### src/sv/utf_stream_transcoder_defines.svh
// ---------------------------------------------------------------------------
// utf_stream_transcoder_defines.svh
// Assertion macros shared by the transcoder RTL.
// ---------------------------------------------------------------------------
`ifndef UTF_STREAM_TRANSCODER_DEFINES_SVH
`define UTF_STREAM_TRANSCODER_DEFINES_SVH

`ifndef ASSERT_OFF
// same-cycle implication, sampled on clk, off while rst is high
`define ASSERT_IMPL(label, pre, post) \
  label: assert property (@(posedge clk) disable iff (rst) (pre) |-> (post)) \
    else $error("assertion failed");
// next-cycle implication
`define ASSERT_NEXT(label, pre, post) \
  label: assert property (@(posedge clk) disable iff (rst) (pre) |=> (post)) \
    else $error("assertion failed");
`else
`define ASSERT_IMPL(label, pre, post)
`define ASSERT_NEXT(label, pre, post)
`endif

`endif

### src/sv/ust_pkg.sv
// ---------------------------------------------------------------------------
// ust_pkg
// Types and constants shared by the UTF stream transcoder modules.
// ---------------------------------------------------------------------------
`default_nettype none

package ust_pkg;

  // format codes
  localparam logic [1:0] FMT_UTF32 = 2'd0;
  localparam logic [1:0] FMT_UTF16 = 2'd1;
  localparam logic [1:0] FMT_UTF8  = 2'd2;
  localparam logic [1:0] FMT_NONE  = 2'd3;  // undefined code, words are dropped

  // configuration register indexes
  localparam logic [1:0] REG_SOURCE_FORMAT = 2'd0;
  localparam logic [1:0] REG_TARGET_FORMAT = 2'd1;
  localparam logic [1:0] REG_STOP_ON_ZERO  = 2'd2;

  localparam int CFG_ADDR_W = 2;
  localparam int CFG_DATA_W = 2;

  typedef struct packed {
    logic [1:0] source_format;
    logic [1:0] target_format;
    logic       stop_on_zero;
  } cfg_t;

  // one decoded character plus terminator info, front to back
  typedef struct packed {
    logic [31:0] ch;
    logic        enc;   // ch is to be encoded
    logic        term;  // emit terminator after it
    logic        err;   // terminator is an error stop
  } rec_t;

endpackage

`default_nettype wire

### src/sv/ust_front.sv
// ---------------------------------------------------------------------------
// ust_front
// Source decoder: assembles UTF-8 / UTF-16 sequences, detects stops and
// pushes one character record per word that causes output.
// ---------------------------------------------------------------------------
`default_nettype none

module ust_front (
  input  wire logic        clk,
  input  wire logic        rst,
  input  wire ust_pkg::cfg_t cfg,
  input  wire logic        cfg_clear,
  input  wire logic        accept,
  input  wire logic [31:0] code_unit,
  input  wire logic        end_of_input,
  output logic             push,
  output ust_pkg::rec_t    rec
);

  logic [20:0] partial_char;
  logic [20:0] partial_char_next;
  logic [1:0]  units_pending;
  logic [1:0]  units_pending_next;
  logic        halted;
  logic        halted_next;

  logic        bad_fmt;
  logic        have;
  logic        err;
  logic        stop;
  logic        term;
  logic [31:0] ch;
  logic [15:0] u16;
  logic [7:0]  b8;
  logic [20:0] pair_val;
  logic [20:0] cont_val;

  assign u16      = code_unit[15:0];
  assign b8       = code_unit[7:0];
  assign pair_val = {1'b0, partial_char[9:0], u16[9:0]} + 21'h010000;
  assign cont_val = {partial_char[14:0], b8[5:0]};
  assign bad_fmt  = (cfg.source_format == ust_pkg::FMT_NONE) ||
                    (cfg.target_format == ust_pkg::FMT_NONE);

  always_comb begin
    partial_char_next  = partial_char;
    units_pending_next = units_pending;
    halted_next        = halted;
    have = 1'b0;
    err  = 1'b0;
    stop = 1'b0;
    term = 1'b0;
    ch   = '0;
    push = 1'b0;
    if (bad_fmt) begin
      partial_char_next  = '0;
      units_pending_next = '0;
      halted_next        = 1'b0;
    end else if (halted) begin
      if (end_of_input) halted_next = 1'b0;
    end else begin
      case (cfg.source_format)
        ust_pkg::FMT_UTF32: begin
          ch   = code_unit;
          have = 1'b1;
        end
        ust_pkg::FMT_UTF16: begin
          if (units_pending != 2'd0) begin
            if (u16 inside {[16'hDC00:16'hDFFF]}) begin
              ch   = {11'd0, pair_val};
              have = 1'b1;
              units_pending_next = '0;
              partial_char_next  = '0;
            end else begin
              err = 1'b1;
            end
          end else if (u16 inside {[16'hD800:16'hDBFF]}) begin
            partial_char_next  = {11'd0, u16[9:0]};
            units_pending_next = 2'd1;
          end else begin
            ch   = {16'd0, u16};
            have = 1'b1;
          end
        end
        default: begin
          if (units_pending != 2'd0) begin
            if (b8[7:6] == 2'b10) begin
              units_pending_next = units_pending - 2'd1;
              if (units_pending == 2'd1) begin
                ch   = {11'd0, cont_val};
                have = 1'b1;
                partial_char_next = '0;
              end else begin
                partial_char_next = cont_val;
              end
            end else begin
              err = 1'b1;
            end
          end else if (b8[7] == 1'b0) begin
            ch   = {25'd0, b8[6:0]};
            have = 1'b1;
          end else if (b8[7:5] == 3'b110) begin
            partial_char_next  = {16'd0, b8[4:0]};
            units_pending_next = 2'd1;
          end else if (b8[7:4] == 4'b1110) begin
            partial_char_next  = {17'd0, b8[3:0]};
            units_pending_next = 2'd2;
          end else if (b8[7:3] == 5'b11110) begin
            partial_char_next  = {18'd0, b8[2:0]};
            units_pending_next = 2'd3;
          end else begin
            err = 1'b1;
          end
        end
      endcase

      stop = have && cfg.stop_on_zero && (ch == 32'd0);
      // cut off mid-sequence at the last word
      if (!stop && !err && end_of_input && (units_pending_next != 2'd0)) err = 1'b1;
      term = err || stop || end_of_input;
      if (term) begin
        partial_char_next  = '0;
        units_pending_next = '0;
        halted_next        = !end_of_input;
      end
      push = accept && ((have && !stop) || term);
    end
  end

  always_comb begin
    rec.ch   = ch;
    rec.enc  = have && !stop;
    rec.term = term;
    rec.err  = err;
  end

  always_ff @(posedge clk) begin
    if (rst || cfg_clear) begin
      partial_char  <= '0;
      units_pending <= '0;
      halted        <= 1'b0;
    end else if (accept) begin
      partial_char  <= partial_char_next;
      units_pending <= units_pending_next;
      halted        <= halted_next;
    end
  end

endmodule

`default_nettype wire

### src/sv/ust_queue.sv
// ---------------------------------------------------------------------------
// ust_queue
// Short record FIFO between the decoder and the encoder.
// ---------------------------------------------------------------------------
`default_nettype none

module ust_queue #(
  parameter int DEPTH = 4
) (
  input  wire logic          clk,
  input  wire logic          rst,
  input  wire logic          push,
  input  wire ust_pkg::rec_t wr_rec,
  input  wire logic          pop,
  output ust_pkg::rec_t      rd_rec,
  output logic               full,
  output logic               empty
);

  localparam int PTR_W = (DEPTH > 1) ? $clog2(DEPTH) : 1;
  localparam int CNT_W = $clog2(DEPTH + 1);
  localparam logic [PTR_W-1:0] LAST_PTR = PTR_W'(DEPTH - 1);

  ust_pkg::rec_t      entries [DEPTH];
  logic [PTR_W-1:0]   wr_ptr;
  logic [PTR_W-1:0]   rd_ptr;
  logic [CNT_W-1:0]   count;

  assign full   = (count == CNT_W'(DEPTH));
  assign empty  = (count == '0);
  assign rd_rec = entries[rd_ptr];

  always_ff @(posedge clk) begin
    if (push && !full) entries[wr_ptr] <= wr_rec;
  end

  always_ff @(posedge clk) begin
    if (rst) begin
      wr_ptr <= '0;
      rd_ptr <= '0;
      count  <= '0;
    end else begin
      if (push && !full) wr_ptr <= (wr_ptr == LAST_PTR) ? '0 : wr_ptr + 1'b1;
      if (pop && !empty) rd_ptr <= (rd_ptr == LAST_PTR) ? '0 : rd_ptr + 1'b1;
      case ({push && !full, pop && !empty})
        2'b10:   count <= count + 1'b1;
        2'b01:   count <= count - 1'b1;
        default: count <= count;
      endcase
    end
  end

endmodule

`default_nettype wire

### src/sv/ust_back.sv
// ---------------------------------------------------------------------------
// ust_back
// Target encoder: walks the head record one destination word per cycle,
// while the output is not stalled, into the output register, terminator last.
// ---------------------------------------------------------------------------
`default_nettype none

module ust_back (
  input  wire logic          clk,
  input  wire logic          rst,
  input  wire logic [1:0]    target_format,
  input  wire ust_pkg::rec_t head,
  input  wire logic          head_valid,
  output logic               pop,
  output logic               out_valid,
  input  wire logic          out_ready,
  output logic [31:0]        out_unit,
  output logic               is_terminator,
  output logic               stopped_on_error
);

  logic [2:0]  idx;
  logic [2:0]  idx_next;
  logic [2:0]  n_enc;
  logic [2:0]  total;
  logic        load;
  logic        last_word;
  logic [31:0] units [4];
  logic [31:0] ch;
  logic [31:0] v;

  assign ch = head.ch;
  assign v  = ch - 32'h0001_0000;

  always_comb begin
    n_enc = 3'd0;
    for (int k = 0; k < 4; k++) units[k] = 32'd0;
    if (head.enc) begin
      case (target_format)
        ust_pkg::FMT_UTF32: begin
          n_enc    = 3'd1;
          units[0] = ch;
        end
        ust_pkg::FMT_UTF16: begin
          if (ch > 32'h0000_FFFF) begin
            n_enc    = 3'd2;
            units[0] = {16'd0, 6'b110110, v[19:10]};
            units[1] = {16'd0, 6'b110111, ch[9:0]};
          end else begin
            n_enc    = 3'd1;
            units[0] = ch;
          end
        end
        default: begin
          if (ch <= 32'h0000_007F) begin
            n_enc    = 3'd1;
            units[0] = ch;
          end else if (ch <= 32'h0000_07FF) begin
            n_enc    = 3'd2;
            units[0] = {24'd0, 3'b110, ch[10:6]};
            units[1] = {24'd0, 2'b10, ch[5:0]};
          end else if (ch <= 32'h0000_FFFF) begin
            n_enc    = 3'd3;
            units[0] = {24'd0, 4'b1110, ch[15:12]};
            units[1] = {24'd0, 2'b10, ch[11:6]};
            units[2] = {24'd0, 2'b10, ch[5:0]};
          end else if (ch <= 32'h0010_FFFF) begin
            n_enc    = 3'd4;
            units[0] = {24'd0, 5'b11110, ch[20:18]};
            units[1] = {24'd0, 2'b10, ch[17:12]};
            units[2] = {24'd0, 2'b10, ch[11:6]};
            units[3] = {24'd0, 2'b10, ch[5:0]};
          end
          // above the UTF-8 range: nothing encoded
        end
      endcase
    end
  end

  assign total     = n_enc + {2'd0, head.term};
  assign load      = !out_valid || out_ready;
  assign last_word = (total == 3'd0) || (idx == total - 3'd1);
  assign pop       = load && head_valid && last_word;

  always_comb begin
    idx_next = idx;
    if (load && head_valid) idx_next = last_word ? 3'd0 : idx + 3'd1;
  end

  always_ff @(posedge clk) begin
    if (rst) begin
      idx       <= '0;
      out_valid <= 1'b0;
    end else begin
      idx <= idx_next;
      if (load) out_valid <= head_valid && (total != 3'd0);
    end
  end

  always_ff @(posedge clk) begin
    if (load && head_valid) begin
      if (idx < n_enc) begin
        out_unit         <= units[idx[1:0]];
        is_terminator    <= 1'b0;
        stopped_on_error <= 1'b0;
      end else begin
        out_unit         <= 32'd0;
        is_terminator    <= 1'b1;
        stopped_on_error <= head.err;
      end
    end
  end

endmodule

`default_nettype wire

### src/sv/utf_stream_transcoder.sv
// ---------------------------------------------------------------------------
// utf_stream_transcoder
// UTF-8 / UTF-16 / UTF-32 stream transcoder, top level.
// ---------------------------------------------------------------------------
// The block takes one source word per cycle on s_* while s_tready is high
// and, through a QUEUE_DEPTH record queue, emits destination words on m_*
// at one word per cycle while m_tready is high. A source word completing a
// character yields as many words as it has target words (up to four for
// UTF-8) plus a terminator if its record ends the string; the encoder walking
// those words one per cycle sets the sustained rate, so single-word output
// runs at one word per cycle and s_tready drops only when the queue fills.
// The terminator is a zero word with m_tlast set; m_tuser marks an error
// stop. Write configuration only while the block is idle; any write to a
// defined register restarts the string.
`default_nettype none
`include "utf_stream_transcoder_defines.svh"

module utf_stream_transcoder #(
  parameter int QUEUE_DEPTH = 4
) (
  input  wire logic        clk,
  input  wire logic        rst,
  // s_tdata: [31:0] code_unit
  input  wire logic [31:0] s_tdata,
  input  wire logic        s_tlast,   // end_of_input
  input  wire logic        s_tvalid,
  output logic             s_tready,
  // m_tdata: [31:0] out_unit
  output logic [31:0]      m_tdata,
  output logic             m_tlast,   // is_terminator
  // m_tuser: [0] stopped_on_error
  output logic [0:0]       m_tuser,
  output logic             m_tvalid,
  input  wire logic        m_tready,
  input  wire logic                          cfg_we,
  input  wire logic [ust_pkg::CFG_ADDR_W-1:0] cfg_addr,
  input  wire logic [ust_pkg::CFG_DATA_W-1:0] cfg_data
);

  ust_pkg::cfg_t cfg;
  ust_pkg::rec_t f_rec;
  ust_pkg::rec_t q_head;
  logic          cfg_clear;
  logic          f_push;
  logic          q_full;
  logic          q_empty;
  logic          b_pop;
  logic          accept;

  assign s_tready  = !q_full;
  assign accept    = s_tvalid && s_tready;
  assign cfg_clear = cfg_we && ((cfg_addr == ust_pkg::REG_SOURCE_FORMAT) ||
                                (cfg_addr == ust_pkg::REG_TARGET_FORMAT) ||
                                (cfg_addr == ust_pkg::REG_STOP_ON_ZERO));

  always_ff @(posedge clk) begin
    if (rst) begin
      cfg.source_format <= ust_pkg::FMT_UTF8;
      cfg.target_format <= ust_pkg::FMT_UTF32;
      cfg.stop_on_zero  <= 1'b0;
    end else if (cfg_we) begin
      case (cfg_addr)
        ust_pkg::REG_SOURCE_FORMAT: cfg.source_format <= cfg_data[1:0];
        ust_pkg::REG_TARGET_FORMAT: cfg.target_format <= cfg_data[1:0];
        ust_pkg::REG_STOP_ON_ZERO:  cfg.stop_on_zero  <= cfg_data[0];
        default: ;
      endcase
    end
  end

  ust_front u_front (
    .clk          (clk),
    .rst          (rst),
    .cfg          (cfg),
    .cfg_clear    (cfg_clear),
    .accept       (accept),
    .code_unit    (s_tdata),
    .end_of_input (s_tlast),
    .push         (f_push),
    .rec          (f_rec)
  );

  ust_queue #(
    .DEPTH (QUEUE_DEPTH)
  ) u_queue (
    .clk    (clk),
    .rst    (rst),
    .push   (f_push),
    .wr_rec (f_rec),
    .pop    (b_pop),
    .rd_rec (q_head),
    .full   (q_full),
    .empty  (q_empty)
  );

  ust_back u_back (
    .clk              (clk),
    .rst              (rst),
    .target_format    (cfg.target_format),
    .head             (q_head),
    .head_valid       (!q_empty),
    .pop              (b_pop),
    .out_valid        (m_tvalid),
    .out_ready        (m_tready),
    .out_unit         (m_tdata),
    .is_terminator    (m_tlast),
    .stopped_on_error (m_tuser[0])
  );

  // error mark only ever rides on a terminator
  `ASSERT_IMPL(a_err_on_term, m_tvalid && m_tuser[0], m_tlast)
  // terminator word is zero in every target format
  `ASSERT_IMPL(a_term_zero, m_tvalid && m_tlast, m_tdata == 32'd0)
  // UTF-8 target emits bytes only
  `ASSERT_IMPL(a_utf8_byte, m_tvalid && (cfg.target_format == ust_pkg::FMT_UTF8),
               m_tdata[31:8] == 24'd0)
  // output register loads only from a queued record
  `ASSERT_NEXT(a_no_word_from_empty, q_empty && (!m_tvalid || m_tready), !m_tvalid)

endmodule

`default_nettype wire

### config.mk
export PLATFORM = sky130hd
export DESIGN_NAME = utf_stream_transcoder
export DESIGN_NICKNAME = d
export VERILOG_FILES = /design/src/sv/ust_pkg.sv /design/src/sv/ust_front.sv /design/src/sv/ust_queue.sv /design/src/sv/ust_back.sv /design/src/sv/utf_stream_transcoder.sv
export VERILOG_INCLUDE_DIRS = /design/src /design/src/sv
export SDC_FILE = /design/constraint.sdc
export NUM_CORES = 1
export LEC_CHECK = 0
export ABC_AREA = 1
export BUFFER_PORTS_ARGS = -buffer_cell sky130_fd_sc_hd__buf_2
export CORE_UTILIZATION = 38
export DETAILED_ROUTE_END_ITERATION = 6
export SYNTH_ARGS = -nofsm -noshare
export SYNTH_HDL_FRONTEND = slang
export SYNTH_SLANG_ARGS = --single-unit
### constraint.sdc
create_clock -name clk -period 5.65 [get_ports clk]
set_clock_uncertainty 0.1 [all_clocks]
set_input_delay 0.565 -clock clk [delete_from_list [all_inputs] [get_ports clk]]
set_output_delay 0.565 -clock clk [all_outputs]
set_load 0.01 [all_outputs]
=== Yosys cells after proc, flatten, opt, wreduce, memory -nomap -nowiden ===
Memory sizes are Yosys's and may differ from the RTL's. A register that Yosys moved wholly into a read port is not among the register bits.
Index checks and enable logic that the tools add are counted.

* Memories kept: 1
* Logic and storage cells: 226
* Input port bits: 42
* Output and inout port bits: 36
* Memory bits (writable): 140
* Register bits: 68

* Multiplexer cells: 116
* $add $sub $neg: 10
* Bitwise gates (word level): 1
* Reduce and logical (&&, ||, !) cells: 51
* $lt $le $gt $ge: 11
* Equality and inequality tests: 22

{| class="wikitable"
|+ Memories
! name !! words !! bits a word !! rd ports !! clocked after Yosys merged registers in !! wr ports !! RTL line !! RTL
|-
| u_queue.entries || 4 || 35 || 1 || 1 || 1 || ust_queue.sv:24 || <nowiki>ust_pkg::rec_t entries [DEPTH];</nowiki>
|}

{| class="wikitable"
|+ Operators with widths
! operator !! number
|-
| $mux 128 || 6
|-
| $mux 32 || 12
|-
| $mux 15 || 13
|-
| $mux 64 || 3
|-
| $mux 96 || 2
|-
| $pmux 32 s2 || 3
|-
| $mux 104 || 1
|-
| $bmux 32 s2 || 1
|-
| $mux 21 || 2
|-
| $mux 1 || 39
|-
| $mux 2 || 19
|-
| $ge 16x16->1 const B || 2
|-
| $gt 32x16->1 const B || 1
|-
| $le 16x16->1 const B || 2
|-
| $le 32x11->1 const B || 1
|-
| $le 32x16->1 const B || 1
|-
| $le 32x21->1 const B || 1
|-
| $le 32x7->1 const B || 1
|-
| $logic_not 32->1 || 1
|-
| $mux 16 || 2
|-
| $pmux 15 s2 || 1
|-
| $add 20x17->21 const B || 1
|-
| $sub 20x17->20 const B || 1
|-
| $mux 3 || 6
|-
| other kinds (35) || 89
|}

=== Longest topological paths before layout ===
Gate-level depths: netlist of run 1.

* Depth in word-level cells: 25
* Depth in mapped cells: 37
* Mapped depth without buffers: 34

=== Modules after synthesis ===
A second synthesis of run 1 with hierarchy kept.

* Cells, all modules: 1310
* Area total of the unflattened synthesis: 11212.0 um^2

{| class="wikitable"
|+ By module, submodules not included
! module !! seq. area each (um^2) !! area an instance (um^2) !! instances !! cells an instance
|-
| ust_queue || 4384.2 || 5683.0 || 1 || 410
|-
| ust_back || 1101.1 || 3091.7 || 1 || 452
|-
| ust_front || 360.3 || 2185.8 || 1 || 408
|-
| utf_stream_transcoder || 100.1 || 251.5 || 1 || 40
|}

=== Worst setup path after synthesis of run 1 ===
OpenSTA, ideal clock, no wires.

* Path type: reg-to-reg
* Start point: reg with a tool-made name
* End point: reg u_queue.count[2]
* Arrival: 4.757 ns
* Required time: 5.428 ns
* Clock period less this slack: 4.979 ns
* Slack: 0.671 ns
* Library setup time: 0.122 ns
* Stages on the path, launching flop included: 37
* Buffers on the path: 4
* Cell sequence: dfxtp_1 -> buf_6 -> buf_2 -> buf_4 -> buf_2 -> a21oi_1 -> a32o_1 -> ha_1 -> nand2_1 -> nor2_2 -> inv_2 -> nor2_4 -> nand2_4 -> nor2_8 -> nand2_2 -> inv_1 -> o21ai_2 -> nand2_1 -> inv_1 -> ha_1 -> ha_1 -> inv_1 -> ha_1 -> ha_1 -> nor2_1 -> a21oi_1 -> o2111ai_1 -> nand2_1 -> nand2_1 -> inv_1 -> ha_1 -> inv_1 -> fa_1 -> a21oi_1 -> o21ai_0 -> o21ai_0 -> a21oi_1

{| class="wikitable"
|+ RTL lines
! what !! RTL line !! RTL
|-
| end signal: assignment || ust_queue.sv:46 || <nowiki>2'b10: count <= count + 1'b1;</nowiki>
|-
| end signal: assignment || ust_queue.sv:47 || <nowiki>2'b01: count <= count - 1'b1;</nowiki>
|-
| end signal: assignment || ust_queue.sv:48 || <nowiki>default: count <= count;</nowiki>
|-
| end: declaration || ust_queue.sv:27 || <nowiki>logic [CNT_W-1:0] count;</nowiki>
|}

==> results of run 1 <==
-- registers in the layout, summed over array words and instances (netlist names), named ones only --
| name | cells |
|---|---|
| u_queue.wr_ptr | 2 |
| cfg | 5 |
| u_back.stopped_on_error | 1 |
| u_front.units_pending | 2 |
| u_back.out_valid | 1 |
| u_front.halted | 1 |
| u_back.idx | 3 |
| u_back.is_terminator | 1 |
| u_back.out_unit | 32 |
| u_queue.rd_ptr | 2 |
| u_queue.entries | 140 |
| u_front.partial_char | 15 |
| u_queue.count | 3 |
-- layer usage --
| metal | up-vias | wire length, um | GRT usage, % |
|---|---|---|---|
| li1 | 4474 | - | - |
| met1 | 4163 | 13200 | 27.5 |
| met2 | 306 | 13200 | 32.4 |
| met3 | 61 | 1760 | 2.86 |
| met4 | 0 | 822 | 6.81 |
| met5 | - | 0 | 0 |
-- power groups by stage --
stage                     logic, W  clock network (W)  registers [W]
final                      0.00156            0.00148        0.00208
after detailed placement   0.00156                  0        0.00212
after global routing       0.00176            0.00158        0.00211
after floorplan           0.000993                  0        0.00217
after CTS                  0.00156            0.00151        0.00208
after global placement     0.00156                  0        0.00212
-- kinds of logic after synthesis --
logic type / count (synthesis)
xor+xnor: 5
flops: 210
compound gates: 193
buf+inv: 168
simple gates: 681
fa+ha+maj: 18
-- synthesized netlist by cell type (4+ instances only) --
| cell | n |
|---|---|
| nand2_1 | 362 |
| edfxtp_1 | 174 |
| nor2_1 | 146 |
| nand3_1 | 118 |
| inv_1 | 113 |
| a21oi_1 | 76 |
| o21ai_0 | 67 |
| dfxtp_1 | 36 |
| buf_2 | 19 |
| ha_1 | 17 |
| clkbuf_1 | 16 |
| nand4_1 | 14 |
| a22oi_1 | 12 |
| nor3_1 | 12 |
| o211ai_1 | 10 |
| nor2_2 | 8 |
| buf_6 | 7 |
| a32o_1 | 6 |
| nand2_2 | 6 |
| inv_2 | 5 |
| a31oi_1 | 4 |
| buf_4 | 4 |
| nor2_4 | 4 |
-- path summary, 6_finish.rpt --
path,startpoint,end,slack (ns),cells after the start
worst max-delay path,flop,u_queue.count[2],0.52,33
worst max register to register,flop,u_queue.count[2],0.52,33
worst min register to register,cfg[0],cfg[0],0.38,2
worst min-delay path,rst,u_queue.count[1],0.17,2
-- final cells by class --
type	instances	area [um^2]	share of cell area, %
timing repair buffer	101	569	4.54
clock inverter	9	73.8	0.588
sequential	210	5950	47.4
multi-input combinational	897	4340	34.6
inverter	121	457	3.64
clock buffer	35	683	5.44
tap	378	473	3.77
-- metrics by stage --
step	setup TNS (ns)	util, %	cell area [um^2]
2_1_floorplan	0	-	11000
3_3_place_gp	0	41.9	11800
3_5_place_dp	0	41.9	11800
4_1_cts	0	44.6	12500
5_1_grt	-0.00405	44.7	12500
6_report	0	44.7	12500
-- worst reg2reg max path, delay by kind of cell, from the launching register on --
family	cells	cell delay (ns)
adders and majority gates	7	1.67
and+or+nand+nor	11	1.14
AOI/OAI and AO/OA	8	1.02
buffers and inverters	7	0.59
DFF	1	0.47
-- what timing repair did --
action / CTS / global route
gates resized for setup: 0 / 8
setup endpoints to repair: 0 / 2
buffers inserted: 0 / 0
==> results.txt, run 1 <==
- Starting Density: 39.0%
- The internal portion of the total power is 0.00334 W.
* Slack of the critical path: 0.520 ns
* Number of maximum-capacitance violations: 0
- Proportion of power drawn by combinational gates: 30.5%
- Worst-Skew Late Latency: 0.53 ns
- The number of antenna violations at the first check in global routing is 0.
* Required time at the worst-slack endpoint: 5.94 ns
- The routed design has 29,000 um of wire.
- Residual overflow from global routing: 0
- Most frequently used flop master after synthesis: edfxtp_1
- Largest fanout on the critical path: 18
- Average detailed-routed wire length per instance: 16.6 um
- Synth Area in XOR/XNOR: 0.399%
- Power per Cell Area: 408 nW/um^2
- Yosys top cell by area: edfxtp_1
- Once detailed placement completed, the half-perimeter wirelength came to 20,800 um.
- The number of clock buffers added by TritonCTS is 25.
- Summing the areas of all and, or, nand and nor instances in the mapped netlist gives 26.6% of the synthesized area.
- Max-slew violation total from the final report: 0
- Via count of the routed design: 9,004
- Seq cells post-synth: 210
- The number of antenna diodes in the final layout is 0.
* Reg power frac: 40.7%
- Clock-pin slew was measured on the worst setup and hold paths at 0.05 ns.
- Leakage power total: 5.22 nW
- Cell with the most instances on the worst path: ha_1
- Maximum level of the CTS H-tree: 1
* Tmin final: 5.13 ns
* Total of buffers placed on input and output ports: 77
- The number of nets handed over by synthesis was 1,335.
- In this run the remaining antenna-violating nets after routing total 0.
* Final setup violation count: 0
* Average instance area after synthesis: 8.60 um^2
- FILL cells: 2,757
- Largest buffer count on any clock path: 3
* I/O Pins: 78
- STA puts the critical path data arrival time at 5.42 ns.
- The share of total power dissipated in the clock network is 28.8%.
- In this run the worst hold path is classified as in -> reg.
* Share of cells above drive strength 1: 13.0%
- The floorplan step defined a die boundary enclosing 29,500 um^2.
* Fin crit share: 90.8%
* Sort of element at the end of the critical path: flop
* Number of enable-type register cells in the synthesized netlist: 174
- Buffers inserted to repair hold after CTS numbered 0.
* Proportion of netlist area held by the largest area contributor: 47.7%
* Max VDD drop: 158 uV
- For this design the total switching power over the nets is 0.00178 W.
* Total number of clock tree sinks: 210
* Sequential cell area fraction in the yosys report: 54.2%
- The number of buffers and inverters on the critical path is 7.
- Measured against its own limit, the worst slew margin works out to 40.3%.
- STA classifies the critical path startpoint as a flop.
- Core Box Area: 28,100 um^2
- Compound-gate portion of the synthesized area: 10.1%
* Slew @ Worst Pin: 0.895 ns
- The floorplan has 61 rows.
- TritonCTS built the clock tree.
- The top cell types in the final layout, fill and taps aside, are 362 x nand2_1, 174 x edfxtp_1, 142 x nor2_1, 118 x nand3_1, 112 x inv_1.
- Based on the critical path, the design can be clocked at up to 0.195 GHz.
* Count of unique library cells instantiated by Yosys: 49
- The largest individual stage delay along the critical path comes from the cell dfxtp_4.
- Power, Total: 0.00512 W
- The number of hold violations in the final report was 0.
- For this run, the number of Yosys warnings is 0.
- Synthesized instance count: 1,275
- Maximum number of pins on one net before global-route repair: 37
* Final hold slack: 0.175 ns
- Remaining routing DRC violations: 0
- In this design, the largest share of critical-path delay is due to adder cells.
- The number of placed instances, taps included, is 1,707.
- Relative to the synthesized area, the layout overhead comes to 14.4%.
- Share of flip-flops with an asynchronous set or reset: 0%
* Commonest non-fill, non-tap cell in the layout: nand2_1
* X dimension of the die: 172 um
- Global routing used 20.0% of the available tracks across all layers.
- Average vias per placed instance: 5.14
- Post-Synth Adder-Cell Area: 2.12%
- Worst setup slack before clock tree synthesis: 0.215 ns
- The pre-antenna-repair detailed-routing pass consisted of 5 iterations.
* Worst stage delay on the critical path: 0.47 ns
- The congestion estimate from routability-driven global placement came to 0.997.
- The die is 172 um tall.
- Switching share of power: 34.7%
* Netlist Area Pre-Place: 11,000 um^2
* Detailed router's first-iteration violation count: 863
* Outcome: finished clean
- Global-route wire length before repair: 45,600 um
* Ranking of synthesized cells by area: edfxtp_1 48%, nand2_1 12%, dfxtp_1 6.6%
* Kind of critical path: reg -> reg
- Once layout is complete, the cells apart from fillers number 1,751.
- Vias in the first global route: 8,339
- Clock tree root buffer cell: clkbuf_16
- At the end of the flow, the number of nets in the layout was 1,416.
- Largest family of logic cells by synthesized area: simple AND/OR/NAND/NOR gates
- Share of synthesized area spent on multiplexers: 0%
Note: power is estimated with default switching activity, not from simulation.
==> run 2, diff against run 1 <==
==> constraint.sdc (replaced) <==
create_clock -name clk -period 5.6 [get_ports clk]
set_clock_uncertainty 0.1 [all_clocks]
set_input_delay 0 -clock clk [delete_from_list [all_inputs] [get_ports clk]]
set_output_delay 0 -clock clk [all_outputs]
set_load 0.01 [all_outputs]
==> run 2 against run 1 <==
First-iteration DRC count is 3.5% higher; non-clock buffer count is 44 higher; routed wire length up 2.0%; hold slack worse by 0.13 ns; critical path depth fell by 1; largest cell class unchanged; critical endpoint unchanged.
==> results.txt, run 2 (synthesis gave the netlist of run 1 again) <==
* Power, Total: 0.00537 W (+4.7%)
- The wire length of the first global-routing pass came to 46,200 um (+1.4%).
- On the critical path the largest part of the delay comes from simple AND/OR/NAND/NOR gates.
- Max VDD drop: 196 uV (+24%)
- TritonCTS buffer count: 24 (-4.0%)
* TritonCTS clock tree: done
* I/O Pins: 78 (unchanged)
- The wire length reported by the detailed router was 29,600 um (+2.0%).
* Final HPWL from detailed placement: 20,700 um (-0.55%)
* Register clock-pin slew on the reported worst setup and hold paths: 0.06 ns (about the same)
- Final instance area: 13,100 um^2 (+4.3%)
- GP Congestion: 1.03 (+2.9%)
* Antenna cells: 0 (unchanged)
- Commonest non-fill, non-tap cell in the layout: nand2_1
* Total number of clock tree sinks: 210 (unchanged)
- Cells on worst reg2reg path: 32 (-3.0%)
- The clock tree buffer depth came to 3 (unchanged).
- Area occupied by multi-input gates: 4330 um^2 (-0.23%)
- The total congestion overflow is 0 (unchanged).
- RSZ-0062 raised after global routing: false
- The final clock period utilization by the worst path is 89.5% (-1.3 points).
- The data required time of the worst path was 5.90 ns (-0.04 ns).
- The worst hold path belongs to the class in -> reg.
- The register with the most flip-flops in the final layout is u_queue.entries.
- The remaining number of nets flagged by the antenna check after routing was 0 (unchanged).
* Final hold slack: 0.0411 ns (-0.134 ns)
* Number of maximum-capacitance violations: 0 (unchanged)
* Critical path buffer and inverter count: 8 (+1)
* Leakage power total: 5.45 nW (+4.4%)
* Initial antenna violation count: 0 (unchanged)
- The number of flip-flops under the largest register name was 140 (unchanged).
- The slowest stage of the critical path is the fa_1 cell.
- STA classifies the critical path startpoint as a flop.
- Tmin final: 5.01 ns (-0.117 ns)
- Share of cells above drive strength 1: 12.8% (-0.26 points)
* Clock tree root buffer cell: clkbuf_16
- The number of pins with negative max-slew slack in the final report came to 0 (unchanged).
- The count of cells along the worst hold path came to 7 (+5).
* Kind of critical path: reg -> reg
* Via count of the routed design: 9,258 (+2.8%)
- The post-layout net count is 1,459 (+3.0%).
- The largest registers in the layout are u_queue.entries: 140 flops, u_back.out_unit: 32 flops, u_front.partial_char: 15 flops.
- The number of hold violations in the final report was 0 (unchanged).
* Most frequent cells in the layout: 362 x nand2_1, 174 x edfxtp_1, 142 x nor2_1, 118 x nand3_1, 113 x inv_1
* Reg-to-Reg End: u_queue.count[2]
- Die height: 172 um (unchanged)
- The total track usage is 20.2% (+0.22 points).
* Average vias per placed instance: 5.16 (+0.30%)
- The total number of H-tree levels is 1 (unchanged).
- The fmax came to 0.199 GHz (+2.3%).
- Starting Density: 39.0% (unchanged)
* Worst path arrival time: 5.31 ns (-0.11 ns)
* Total of buffers placed on input and output ports: 77 (unchanged)
- Sort of element at the end of the critical path: flop
* Final setup violation count: 0 (unchanged)
- The die boundary width is 172 um (unchanged).
- Flip-flop and latch area: 5950 um^2 (about the same)
* Worst max-slew margin expressed relative to the limit: 36.2% (-4.2 points)
* Remaining routing DRC violations: 0 (unchanged)
* Detailed router's first-iteration violation count: 893 (+3.5%)
* Post-Place Cell Area: 11,800 um^2 (about the same)
- Worst-Skew Late Latency: 0.52 ns (about the same)
* Vias in the first global route: 8,484 (+1.7%)
- The delay of the slowest cell on the worst path was 0.38 ns (-0.09 ns).
* Number of cell rows: 61 (unchanged)
- Maximum number of pins on one net before global-route repair: 74 (+100%)
- FILL cells: 2,771 (+0.51%)
* Power per Cell Area: 410 nW/um^2 (+0.37%)
- The post-detailed-route wirelength per cell is 16.5 um (-0.52%).
- The total die area is 29,500 um^2 (unchanged).
- Compared with the post-synthesis result, the final layout area differs by 19.4%.
- The worst hold path terminates at u_front.partial_char[6].
* Largest fanout on the critical path: 16 (-2)
- Internal reg-to-reg setup slack: 0.59 ns (+0.07 ns)
- Outcome: finished clean
* Slew @ Worst Pin: 0.958 ns (+0.0627 ns)
- DR pass1 iterations: 5 (unchanged)
- Worst hold start: s_tdata[6]
- The sum of negative setup slack is 0 ns (unchanged).
* Core Box Area: 28,100 um^2 (unchanged)
[run 2: cell count changes in the layout (fill, tap and decap cells not counted), sizes merged]
| cell | before | now |
|---|---|---|
| dlygate4sd3 | 0 | 45 |
| clkbuf | 35 | 31 |
| bufinv | 1 | 4 |
| buf | 101 | 99 |
| inv | 118 | 120 |
[run 2: worst max path at each step]
stage,end,slack (ns),cells after the start
6_report,u_queue.count[2],0.59,32
4_1_cts,u_queue.count[2],0.48,32
2_1_floorplan,u_queue.count[2],0.62,36
3_3_place_gp,u_queue.count[2],0.58,32
5_1_grt,u_queue.count[2],0.04,33
3_5_place_dp,u_queue.count[2],0.51,32
[run 2: worst register-to-register path: cells and delay by family (launching register included)]
kind,cells,cell delay [ns]
buffers and inverters,8,0.95
AO/OA/AOI/OAI,7,0.88
AND/OR/NAND/NOR,12,1.35
flip-flops,1,0.32
adder cells (fa/ha/maj),5,1.27
[run 2: final cells by class]
| cell class | instances | share of cell area [%] |
|---|---|---|
| clock buffer | 30 | 5.07 |
| inverter | 121 | 3.49 |
| tap | 378 | 3.61 |
| clock inverter | 14 | 1.38 |
| multi-input combinational | 897 | 33.1 |
| timing repair buffer | 145 | 7.93 |
| sequential | 210 | 45.4 |
[run 2: timing repair]
action / 4_1_cts / 5_1_grt
setup buffers: 0 / 0
hold endpoints to repair: 148 / 0
hold buffers: 45 / 0
endpoints found under the setup margin: 0 / 1
resized for setup: 0 / 4
[run 2: report_power, final]
group | switching (W) | internal [W] | total [W]
logic | 0.00112 | 0.000502 | 0.00162
clock network | 0.000626 | 0.00103 | 0.00165
registers | 0.0000850 | 0.00201 | 0.00209
total | 0.00183 | 0.00354 | 0.00537
[run 2: routing by layer]
metal | vias to the layer above | global-route usage, % | share of wire (%)
met5 | - | 0 | 0
met4 | 0 | 5.23 | 2.3
met3 | 48 | 3.14 | 7.1
met2 | 371 | 33.0 | 46
met1 | 4277 | 28.1 | 45
li1 | 4562 | - | -
[run 2: through the flow]
step | utilization (%) | std cells | worst slack [ns]
finish | 46.6 | 1795 | 0.587
CTS | 46.5 | 1794 | 0.485
global route | 46.6 | 1795 | 0.0422
global placement | 41.9 | 1705 | 0.583
floorplan | - | 1275 | 0.621
detailed placement | 41.9 | 1705 | 0.507
